==> config.mk <==
export PLATFORM = sky130hd
export DESIGN_NAME = morse_unit_keyer_top
export DESIGN_NICKNAME = d
export VERILOG_FILES = /design/src/hdl/mku_pkg.sv /design/src/hdl/mku_front.sv /design/src/hdl/mku_queue.sv /design/src/hdl/mku_back.sv /design/src/hdl/morse_unit_keyer_top.sv
export SDC_FILE = /design/constraint.sdc
export NUM_CORES = 1
export LEC_CHECK = 0
export BUFFER_PORTS_ARGS = -buffer_cell sky130_fd_sc_hd__buf_2
export CAP_MARGIN = 30
export CELL_PAD_IN_SITES_DETAIL_PLACEMENT = 2
export CELL_PAD_IN_SITES_GLOBAL_PLACEMENT = 2
export CORE_MARGIN = 2
export CORE_UTILIZATION = 39
export DETAILED_ROUTE_END_ITERATION = 7
export GPL_TIMING_DRIVEN = 0
export HOLD_SLACK_MARGIN = 0.15
export PLACE_DENSITY = 0.83
export SLEW_MARGIN = 20
export SYNTH_ARGS = -nofsm -noshare
export SYNTH_HDL_FRONTEND = slang
export SYNTH_SLANG_ARGS = --single-unit
export TNS_END_PERCENT = 30
==> constraint.sdc <==
create_clock -name clk -period 3.2 [get_ports clk]
set_clock_uncertainty 0.2 [all_clocks]
set_input_delay 0.8 -clock clk [delete_from_list [all_inputs] [get_ports clk]]
set_output_delay 0.8 -clock clk [all_outputs]
set_load 0.05 [all_outputs]
==> src/hdl/mku_pkg.sv <==
package mku_pkg;

  localparam int unsigned CharW = 8;
  localparam int unsigned IdxW  = 5;
  localparam int unsigned ElemW = 3;
  localparam int unsigned MaxElems = 6;

  localparam logic [1:0] KIND_MORSE   = 2'd0;
  localparam logic [1:0] KIND_SPACE   = 2'd1;
  localparam logic [1:0] KIND_UNKNOWN = 2'd2;

  // One classified character. Bit i of dashes is element i, 1 for a dah.
  typedef struct packed {
    logic [1:0]          kind;
    logic [ElemW-1:0]    nelem;
    logic [MaxElems-1:0] dashes;
  } desc_t;

  function automatic desc_t mk_code(input logic [ElemW-1:0] n,
                                    input logic [MaxElems-1:0] d);
    desc_t r;
    r.kind   = KIND_MORSE;
    r.nelem  = n;
    r.dashes = d;
    return r;
  endfunction

  function automatic desc_t classify(input logic [CharW-1:0] ch_in);
    logic [CharW-1:0] ch;
    desc_t r;
    ch = ch_in;
    if (ch >= "a" && ch <= "z") begin
      ch = ch - 8'd32;
    end
    r.kind   = KIND_UNKNOWN;
    r.nelem  = '0;
    r.dashes = '0;
    unique case (ch)
      " ": r.kind = KIND_SPACE;
      "A": r = mk_code(3'd2, 6'b000010);
      "B": r = mk_code(3'd4, 6'b000001);
      "C": r = mk_code(3'd4, 6'b000101);
      "D": r = mk_code(3'd3, 6'b000001);
      "E": r = mk_code(3'd1, 6'b000000);
      "F": r = mk_code(3'd4, 6'b000100);
      "G": r = mk_code(3'd3, 6'b000011);
      "H": r = mk_code(3'd4, 6'b000000);
      "I": r = mk_code(3'd2, 6'b000000);
      "J": r = mk_code(3'd4, 6'b001110);
      "K": r = mk_code(3'd3, 6'b000101);
      "L": r = mk_code(3'd4, 6'b000010);
      "M": r = mk_code(3'd2, 6'b000011);
      "N": r = mk_code(3'd2, 6'b000001);
      "O": r = mk_code(3'd3, 6'b000111);
      "P": r = mk_code(3'd4, 6'b000110);
      "Q": r = mk_code(3'd4, 6'b001011);
      "R": r = mk_code(3'd3, 6'b000010);
      "S": r = mk_code(3'd3, 6'b000000);
      "T": r = mk_code(3'd1, 6'b000001);
      "U": r = mk_code(3'd3, 6'b000100);
      "V": r = mk_code(3'd4, 6'b001000);
      "W": r = mk_code(3'd3, 6'b000110);
      "X": r = mk_code(3'd4, 6'b001001);
      "Y": r = mk_code(3'd4, 6'b001101);
      "Z": r = mk_code(3'd4, 6'b000011);
      "1": r = mk_code(3'd5, 6'b011110);
      "2": r = mk_code(3'd5, 6'b011100);
      "3": r = mk_code(3'd5, 6'b011000);
      "4": r = mk_code(3'd5, 6'b010000);
      "5": r = mk_code(3'd5, 6'b000000);
      "6": r = mk_code(3'd5, 6'b000001);
      "7": r = mk_code(3'd5, 6'b000011);
      "8": r = mk_code(3'd5, 6'b000111);
      "9": r = mk_code(3'd5, 6'b001111);
      "0": r = mk_code(3'd5, 6'b011111);
      ".": r = mk_code(3'd6, 6'b101010);
      ",": r = mk_code(3'd6, 6'b110011);
      "?": r = mk_code(3'd6, 6'b001100);
      "!": r = mk_code(3'd6, 6'b110101);
      "-": r = mk_code(3'd6, 6'b100001);
      "/": r = mk_code(3'd5, 6'b001001);
      "(": r = mk_code(3'd5, 6'b001101);
      ")": r = mk_code(3'd6, 6'b101101);
      default: r.kind = KIND_UNKNOWN;
    endcase
    return r;
  endfunction

endpackage

==> src/hdl/mku_front.sv <==
module mku_front (
  input  logic [mku_pkg::CharW-1:0] char_code,
  output mku_pkg::desc_t            desc
);

  // Case folding and table lookup; the back end only sees element lists.
  assign desc = mku_pkg::classify(char_code);

endmodule

==> src/hdl/mku_queue.sv <==
module mku_queue (
  input  logic           clk,
  input  logic           rst_n,
  input  logic           push,
  input  mku_pkg::desc_t push_desc,
  output logic           full,
  input  logic           pop,
  output logic           q_valid,
  output mku_pkg::desc_t q_desc
);

  mku_pkg::desc_t mem_r [2];
  logic       wr_ptr_r, wr_ptr_nxt;
  logic       rd_ptr_r, rd_ptr_nxt;
  logic [1:0] count_r, count_nxt;

  assign full    = (count_r == 2'd2);
  assign q_valid = (count_r != 2'd0);
  assign q_desc  = mem_r[rd_ptr_r];

  always_comb begin
    wr_ptr_nxt = wr_ptr_r ^ push;
    rd_ptr_nxt = rd_ptr_r ^ pop;
    count_nxt  = count_r + {1'b0, push} - {1'b0, pop};
  end

  always_ff @(posedge clk) begin
    if (push) begin
      mem_r[wr_ptr_r] <= push_desc;
    end
  end

  always_ff @(posedge clk) begin
    if (!rst_n) begin
      wr_ptr_r <= 1'b0;
      rd_ptr_r <= 1'b0;
      count_r  <= 2'd0;
    end else begin
      wr_ptr_r <= wr_ptr_nxt;
      rd_ptr_r <= rd_ptr_nxt;
      count_r  <= count_nxt;
    end
  end

endmodule

==> src/hdl/mku_back.sv <==
module mku_back (
  input  logic                     clk,
  input  logic                     rst_n,
  input  logic                     q_valid,
  input  mku_pkg::desc_t           q_desc,
  output logic                     q_pop,
  output logic                     out_valid,
  input  logic                     out_ready,
  output logic                     lamp_on,
  output logic                     level_changed,
  output logic [mku_pkg::IdxW-1:0] unit_index,
  output logic                     last_unit
);

  localparam logic [2:0] PH_IDLE = 3'd0;
  localparam logic [2:0] PH_MARK = 3'd1;
  localparam logic [2:0] PH_GAP  = 3'd2;
  localparam logic [2:0] PH_TAIL = 3'd3;
  localparam logic [2:0] PH_FLAT = 3'd4;

  localparam logic [2:0] TailLast = 3'd2;
  localparam logic [2:0] FlatLast = 3'd6;
  localparam logic [2:0] DahLast  = 3'd2;

  logic [2:0]                  ph_r, ph_nxt;
  logic [2:0]                  cnt_r, cnt_nxt;
  logic [mku_pkg::ElemW-1:0]   elem_r, elem_nxt;
  logic [mku_pkg::IdxW-1:0]    idx_r, idx_nxt;
  mku_pkg::desc_t              desc_r;
  logic                        prev_r, prev_nxt;
  logic                        ov_r, ov_nxt;
  logic                        lamp_r, chg_r, last_r;
  logic [mku_pkg::IdxW-1:0]    oidx_r;

  logic can_emit;
  logic lvl;
  logic fin;
  logic dah;
  logic load;

  assign load     = (ph_r == PH_IDLE) && q_valid;
  assign q_pop    = load;
  assign can_emit = (ph_r != PH_IDLE) && (!ov_r || out_ready);
  assign dah      = desc_r.dashes[elem_r];
  assign lvl      = (ph_r == PH_MARK) ||
                    ((ph_r == PH_FLAT) && (desc_r.kind == mku_pkg::KIND_UNKNOWN));
  assign fin      = ((ph_r == PH_TAIL) && (cnt_r == TailLast)) ||
                    ((ph_r == PH_FLAT) && (cnt_r == FlatLast));

  always_comb begin
    ph_nxt   = ph_r;
    cnt_nxt  = cnt_r;
    elem_nxt = elem_r;
    idx_nxt  = idx_r;
    prev_nxt = prev_r;
    ov_nxt   = ov_r & ~out_ready;
    if (load) begin
      ph_nxt   = (q_desc.kind == mku_pkg::KIND_MORSE) ? PH_MARK : PH_FLAT;
      cnt_nxt  = 3'd0;
      elem_nxt = '0;
      idx_nxt  = '0;
    end else if (can_emit) begin
      ov_nxt   = 1'b1;
      prev_nxt = lvl;
      idx_nxt  = idx_r + 1'b1;
      cnt_nxt  = cnt_r + 3'd1;
      unique case (ph_r)
        PH_MARK: begin
          if (cnt_r == (dah ? DahLast : 3'd0)) begin
            cnt_nxt = 3'd0;
            ph_nxt  = (elem_r == desc_r.nelem - 1'b1) ? PH_TAIL : PH_GAP;
          end
        end
        PH_GAP: begin
          cnt_nxt  = 3'd0;
          elem_nxt = elem_r + 1'b1;
          ph_nxt   = PH_MARK;
        end
        PH_TAIL, PH_FLAT: begin
          if (fin) begin
            ph_nxt = PH_IDLE;
          end
        end
        default: ph_nxt = PH_IDLE;
      endcase
    end
  end

  always_ff @(posedge clk) begin
    if (load) begin
      desc_r <= q_desc;
    end
    if (can_emit) begin
      lamp_r <= lvl;
      chg_r  <= lvl ^ prev_r;
      last_r <= fin;
      oidx_r <= idx_r;
    end
  end

  always_ff @(posedge clk) begin
    if (!rst_n) begin
      ph_r   <= PH_IDLE;
      cnt_r  <= 3'd0;
      elem_r <= '0;
      idx_r  <= '0;
      prev_r <= 1'b0;
      ov_r   <= 1'b0;
    end else begin
      ph_r   <= ph_nxt;
      cnt_r  <= cnt_nxt;
      elem_r <= elem_nxt;
      idx_r  <= idx_nxt;
      prev_r <= prev_nxt;
      ov_r   <= ov_nxt;
    end
  end

  assign out_valid     = ov_r;
  assign lamp_on       = lamp_r;
  assign level_changed = chg_r;
  assign unit_index    = oidx_r;
  assign last_unit     = last_r;

endmodule

==> src/hdl/morse_unit_keyer_top.sv <==
// Channel | Dir | Ports                                  | Contents
// in      | in  | in_tvalid, in_tready, in_tdata[7:0]    | one ASCII character per word
// out     | out | out_tvalid, out_tready, out_tdata[7:0], | one time unit per word
//         |     | out_tlast                              | tlast on the final unit
//
// A character gives 4 to 22 output words, one per cycle while the sink takes them;
// after its last unit the unit sequencer idles while it loads the next character
// from the two-word queue, so it does not start a character before the last is done.
// Reset is synchronous, active low; it empties the queue and clears the previous level.
// Input and output stall independently: the queue takes two characters ahead.
module morse_unit_keyer_top (
  input  logic       clk,
  input  logic       rst_n,
  input  logic       in_tvalid,
  output logic       in_tready,
  input  logic [7:0] in_tdata,   // [7:0] char_code
  output logic       out_tvalid,
  input  logic       out_tready,
  output logic [7:0] out_tdata,  // [0] lamp_on, [1] level_changed, [6:2] unit_index, [7] zero
  output logic       out_tlast   // last_unit
);

  mku_pkg::desc_t            cls_desc;
  mku_pkg::desc_t            q_desc;
  logic                      q_full;
  logic                      q_valid;
  logic                      q_pop;
  logic                      lamp_on;
  logic                      level_changed;
  logic [mku_pkg::IdxW-1:0]  unit_index;

  mku_front u_front (
    .char_code (in_tdata),
    .desc      (cls_desc)
  );

  mku_queue u_queue (
    .clk       (clk),
    .rst_n     (rst_n),
    .push      (in_tvalid && in_tready),
    .push_desc (cls_desc),
    .full      (q_full),
    .pop       (q_pop),
    .q_valid   (q_valid),
    .q_desc    (q_desc)
  );

  mku_back u_back (
    .clk           (clk),
    .rst_n         (rst_n),
    .q_valid       (q_valid),
    .q_desc        (q_desc),
    .q_pop         (q_pop),
    .out_valid     (out_tvalid),
    .out_ready     (out_tready),
    .lamp_on       (lamp_on),
    .level_changed (level_changed),
    .unit_index    (unit_index),
    .last_unit     (out_tlast)
  );

  assign in_tready = ~q_full;
  assign out_tdata = {1'b0, unit_index, level_changed, lamp_on};

  a_idx_range : assert property (@(posedge clk) disable iff (!rst_n)
    out_tvalid |-> out_tdata[6:2] <= 5'd21)
    else $error("unit index beyond the longest pattern");

  a_idx_step : assert property (@(posedge clk) disable iff (!rst_n)
    out_tvalid && out_tready && !out_tlast |=>
      out_tvalid && out_tdata[6:2] == 5'($past(out_tdata[6:2]) + 5'd1))
    else $error("units of a character not sent back to back");

  a_new_char : assert property (@(posedge clk) disable iff (!rst_n)
    out_tvalid && out_tready && out_tlast |=> !out_tvalid || out_tdata[6:2] == 5'd0)
    else $error("next character does not start at its first unit");

  a_last_len : assert property (@(posedge clk) disable iff (!rst_n)
    out_tvalid && out_tlast |-> out_tdata[6:2] >= 5'd3)
    else $error("pattern shorter than four units");

endmodule
=== Word-level counts from Yosys, hierarchy flattened ===
Memory sizes are Yosys's and may differ from the RTL's. A register that Yosys moved wholly into a read port is not among the register bits.
Cells that the tools add are included.

* Flip-flop bits (word level): 39
* Memory bits (writable): 22
* Input bits: 12
* Output and inout bits: 11
* Memories: 1

* $add $sub $neg: 7
* Magnitude comparators: 3
* Equal/unequal tests: 57
* Multiplexer cells: 20
* Bitwise operators: 8
* Reductions and logical operators: 22

{| class="wikitable"
|+ Memories
! name !! depth !! bits a word !! rd ports !! clocked after memory_dff !! wr ports !! line !! source
|-
| u_queue.mem_r || 2 || 11 || 1 || 1 || 1 || mku_queue.sv:12 || <nowiki>mku_pkg::desc_t mem_r [2];</nowiki>
|}

{| class="wikitable"
|+ Operators by type and width
! cell !! number
|-
| case mux 9 bit (44 select lines) || 1
|-
| == test 8 x 7 -> 1 bit (second input constant) || 26
|-
| == test 8 x 6 -> 1 bit (second input constant) || 19
|-
| OR reduction 44 bit || 1
|-
| 2-to-1 mux 3 bit || 6
|-
| == test 3 x 2 -> 1 bit (second input constant) || 3
|-
| case mux 3 bit (3 select lines) || 1
|-
| greater-or-equal comparator 8 x 7 -> 1 bit (second input constant) || 1
|-
| <= comparator 8 x 7 -> 1 bit (second input constant) || 1
|-
| 2-to-1 mux 8 bit || 1
|-
| subtractor 8 x 6 -> 8 bit (second input constant) || 1
|-
| logical AND 1 bit || 7
|-
| 2-to-1 mux 1 bit || 7
|-
| adder 3 x 1 -> 3 bit (second input constant) || 2
|-
| == test 3 bit || 2
|-
| == test 3 bit (second input constant) || 2
|-
| case mux 3 bit (2 select lines) || 1
|-
| adder 5 x 1 -> 5 bit (second input constant) || 1
|-
| == test 2 bit (second input constant) || 2
|-
| less-than comparator 3 x 4 -> 1 bit (second input constant) || 1
|-
| inverter 1 bit || 4
|-
| case mux 2 bit (2 select lines) || 1
|-
| AND reduction 2 bit || 2
|-
| nonzero test 2 bit || 2
|-
| 17 further kinds || 22
|}

=== Longest topological paths before layout ===
* Depth after elaboration: 8
* Gate-level depth with buffers: 9
* Depth with buffers taken out: 9

=== Modules after synthesis ===
A second synthesis with hierarchy kept.

* Cells, all modules: 364
* Area, all modules: 3706.1 um^2

{| class="wikitable"
|+ By module, submodules not included
! module !! instances !! cells each !! area an instance (um^2)
|-
| mku_back || 1 || 132 || 1575.3
|-
| mku_front || 1 || 171 || 1066.0
|-
| mku_queue || 1 || 55 || 1028.5
|-
| morse_unit_keyer_top || 1 || 6 || 36.3
|}

=== Worst setup path before layout ===
Ideal clock, no wire load.

* Path kind: input -> register
* Start point: input port in_tdata[5]
* End point: memory u_queue.mem_r[0][10] (netlist bit) (data pin)
* Setup time: 261 ps
* Arrival time: 1954 ps
* Setup slack: 785 ps
* Cell stages on the path: 7
* Buffers on the path: 1
* Path through: inv_1 -> ha_1 -> nor3_1 -> nor2_1 -> or3_1 -> buf_6 -> o22a_1

{| class="wikitable"
|+ RTL lines
! what !! line !! source
|-
| start: declaration || morse_unit_keyer_top.sv:16 || <nowiki>input logic [7:0] in_tdata,</nowiki>
|-
| end: declaration || mku_queue.sv:12 ||
|}

=== Final worst setup path ===
* Start point: register u_queue.count_r[1]
* End point: register u_queue.count_r[1]

* Elaborated cells on any way between the ends: 7
* Classes of those cells: add/sub (2); eq/ne (1); bitwise (1); reduce/logical (3)

{| class="wikitable"
|+ RTL lines
! what !! line !! source
|-
| start: declaration || mku_queue.sv:15 || <nowiki>logic [1:0] count_r, count_nxt;</nowiki>
|-
| start signal: assignment || mku_queue.sv:41 || <nowiki>count_r <= count_nxt;</nowiki>
|-
| nonzero test 2 bit || mku_queue.sv:18 || <nowiki>assign q_valid = (count_r != 2'd0);</nowiki>
|-
| logical AND 1 bit || mku_back.sv:41 || <nowiki>assign load = (ph_r == PH_IDLE) && q_valid;</nowiki>
|-
| named net q_pop || morse_unit_keyer_top.sv:27 || <nowiki>logic q_pop;</nowiki>
|-
| subtractor 2 x 1 -> 2 bit || mku_queue.sv:24 || <nowiki>count_nxt = count_r + {1'b0, push} - {1'b0, pop};</nowiki>
|}

The timed path passes the listed nets, and every way through them passes these cells.
A chain may end at the register's enable or synchronous reset.

==> impl_metrics.tcl <==
set metrics [dict create \
    status "complete, no violations" \
    synth.distinct_cells 54 \
    place_area_sq_um 3490 \
    fin_crit_ns 2.88 \
    antenna_cells 0 \
    tritoncts "yes" \
    relSlewSlack_pct 46.8 \
    wl_microns 8490 \
    syn2layout_area_growth_pct 12.7 \
    synthArstFlopShare_pct 0 \
    synthMostInstantiatedCell "edfxtp_1" \
    syn_area_per_cell_sq_um 10.1 \
    cp.required_ns 3.22 \
    p_seq_share_pct 41.5 \
    chipHeight_microns 95.3 \
    synth_edf_count 41 \
    timing.max_cap.violations 0 \
    ys.warnings.count 0 \
    grt_pass1_vias 2749 \
    hold_viol 0 \
    vdd_drop_max_mv 0.216 \
    clkPwrFrac_pct 20.3 \
    register_area_sq_um 1650 \
    r2r_cells 8 \
    tns_ns 0 \
    endpoint_kind "flop" \
    die_area_sq_um 9090 \
    setup_viol 0 \
    r2r_start "u_queue.count_r[1]" \
    yosysSeqAreaShare_pct 50.8 \
    globalRouteTotalUtil_pct 20.5 \
    wl_per_cell_microns 18.3 \
    min_from "u_back.idx_r[4]" \
    ys.flop_type "edfxtp_1" \
    synthTopCellsByCount "edfxtp_1, nor2_1, nand2_1" \
    netlist.area_leader.share_pct 37.8 \
    root_buffer "clkbuf_8" \
    cts_setup_buffers 0 \
    cp-start-kind "flop" \
    rsz0062_at_grt "false" \
    swShare_pct 39.1 \
    grt_antenna_before_repair 0 \
    power_density_nw_per_um2 826 \
    syn_nets 345 \
    pin_count 23 \
    critPathMaxFanout 13 \
    syn_area_sq_um 3250 \
    fillers 879 \
    cts_sinks 62 \
    nets 377 \
    drt_first_pass_iters 4 \
    multiInputGateArea_sq_um 1440 \
    slowest_delay_ns 0.65 \
    routed_via_density 5.44 \
    ys_ff_latch 62 \
    hpwl_microns 6450 \
    drtIter0Drc 72 \
    intPower_mw 1.85 \
    path_cells "o21ai_0, inv_1, ha_1, inv_1, ha_1, xnor2_1, xnor2_1, and2_1" \
    tightestPinTransition_ns 0.789 \
    grt_pass1_wl_microns 14100 \
    max_freq_ghz 0.348 \
    port_buffers 21 \
    worstReg2RegEnd "u_queue.count_r[1]" \
    p_sw_mw 1.18 \
    cts_hold_buf 0 \
    ys_top_cells_by_area "edfxtp_1, dfxtp_1, nor2_1" \
    netlist_instances 323 \
    reg2reg_setup_slack_ns 0.32 \
    num_rows 33 \
    cts_buffer_depth 2 \
    cp_data_arrival_time_ns 2.90 \
    start_util_pct 40.0 \
    period_share_pct 89.9 \
    place_inst 449 \
    critPathKind "flop to flop" \
    hp-class "flop to flop" \
    via_count 2531 \
    h-tree-depth 3 \
    final_max_slew_viol_count 0 \
    slowest_stage "o21ai_0" \
    holdPathStages 0 \
    cts_resized 0 \
    fp.coreArea_sq_um 8130 \
    clkTransAtPathRegs_ns 0.07 \
    min_to "u_back.unit_index[4]" \
    final_antenna_net_count 0 \
    drc 0 \
    post_layout_nonfiller_instances 465 \
    die_w_microns 95.3 \
    numCtsBuffers 9 \
    grt_max_degree 16 \
    clk_latency_ns 0.33 \
    grt_overflow 0 \
    p_comb_share_pct 38.2 \
    drive_gt1_share_pct 17.2 \
    finalWeightedCongestion 0.868 \
    yosys.area.top_type "edfxtp_1" \
    fin_area_sq_um 3670 \
    p_leak_nw 1.35 \
]
[critical path, delay by kind of cell, from the launching register on]
family	cells	cell delay [ns]
AO/OA/AOI/OAI	1	0.65
XOR/XNOR	2	0.27
adder cells (fa/ha/maj)	2	0.63
buffers and inverters	2	0.51
flip-flops	1	0.34
AND/OR/NAND/NOR	1	0.17
[layout by cell type (no fill, tap or decap), types with 10 or more instances in the layout]
| master | instances |
|---|---|
| a21oi_1 | 17 |
| inv_1 | 14 |
| o21ai_0 | 14 |
| clkbuf_8 | 11 |
| nor3_1 | 11 |
| mux2_2 | 11 |
| nor2_1 | 34 |
| dfxtp_1 | 21 |
| nand2_1 | 30 |
| buf_2 | 26 |
| edfxtp_1 | 41 |
| ha_1 | 10 |
[power groups by stage]
stage                     combinational (mW)  clock, mW  sequential, mW
after floorplan                        0.728          0            1.39
after global placement                  1.10          0            1.25
after detailed placement                1.16          0            1.28
after CTS                               1.18      0.629            1.26
after global routing                    1.29      0.667            1.29
final                                   1.16      0.615            1.26
[area by class of cell]
type | instances | share of cell area, %
multi-input cells | 227 | 39.3
repair buffers | 21 | 2.87
inverters | 15 | 1.54
flip-flops and latches | 62 | 45.0
well taps | 105 | 3.58
clock inverters | 4 | 0.614
plain buffers | 19 | 2.83
clock buffers | 12 | 4.23
[through the flow]
step / utilization (%) / power (mW) / setup slack, ns / hold slack [ns]
after detailed placement: 42.9 / 2.44 / 0.307 / 0.239
final: 45.1 / 3.03 / 0.324 / 0.255
after floorplan: - / 2.12 / 0.785 / 0.228
after CTS: 45.1 / 3.07 / 0.260 / 0.258
after global routing: 45.1 / 3.24 / 0.0757 / 0.279
after global placement: 42.9 / 2.35 / 0.427 / 0.232
[cells by family after synthesis]
| family | after synthesis | share of synthesized area, % |
|---|---|---|
| other | 1 | 0.115 |
| XOR/XNOR | 14 | 3.77 |
| AND/OR/NAND/NOR | 112 | 16.5 |
| adder cells (fa/ha/maj) | 11 | 4.15 |
| AO/OA/AOI/OAI | 74 | 14.7 |
| buffers and inverters | 34 | 4.92 |
| multiplexers | 15 | 5.04 |
| flip-flops | 62 | 50.8 |
[worst max-delay path by stage]
| stage | slack (ns) | cells after the start | endpoint | start |
|---|---|---|---|---|
| after floorplan | 0.78 | 7 | u_queue.mem_r[0][10] | in_tdata[5] |
| after global placement | 0.43 | 6 | u_queue.mem_r[0][2] | in_tdata[4] |
| after detailed placement | 0.31 | 8 | u_queue.count_r[1] | u_queue.count_r[1] |
| after CTS | 0.26 | 8 | u_queue.count_r[1] | u_queue.count_r[1] |
| after global routing | 0.08 | 8 | u_queue.count_r[1] | u_queue.count_r[1] |
| final | 0.32 | 8 | u_queue.count_r[1] | u_queue.count_r[1] |
[metal layers]
metal | up-vias | GRT usage (%) | routed length (microns)
met5 | - | 0 | 0
met4 | 0 | 9.18 | 200
met3 | 18 | 2.85 | 159
met2 | 41 | 39.3 | 4660
met1 | 1250 | 22.1 | 3470
li1 | 1222 | - | -
[sequential cells by signal (all words and copies together) (netlist names), named ones only]
name	cells
u_back.prev_r	1
u_back.level_changed	1
u_back.unit_index	5
u_back.last_unit	1
u_queue.mem_r	22
u_back.ph_r	3
u_back.cnt_r	3
u_back.idx_r	5
u_back.out_valid	1
u_queue.wr_ptr_r	1
u_back.elem_r	3
u_queue.rd_ptr_r	1
u_back.lamp_on	1
u_back.desc_r	11
u_queue.count_r	2
No activity file was read; power rests on OpenSTA's default activity.
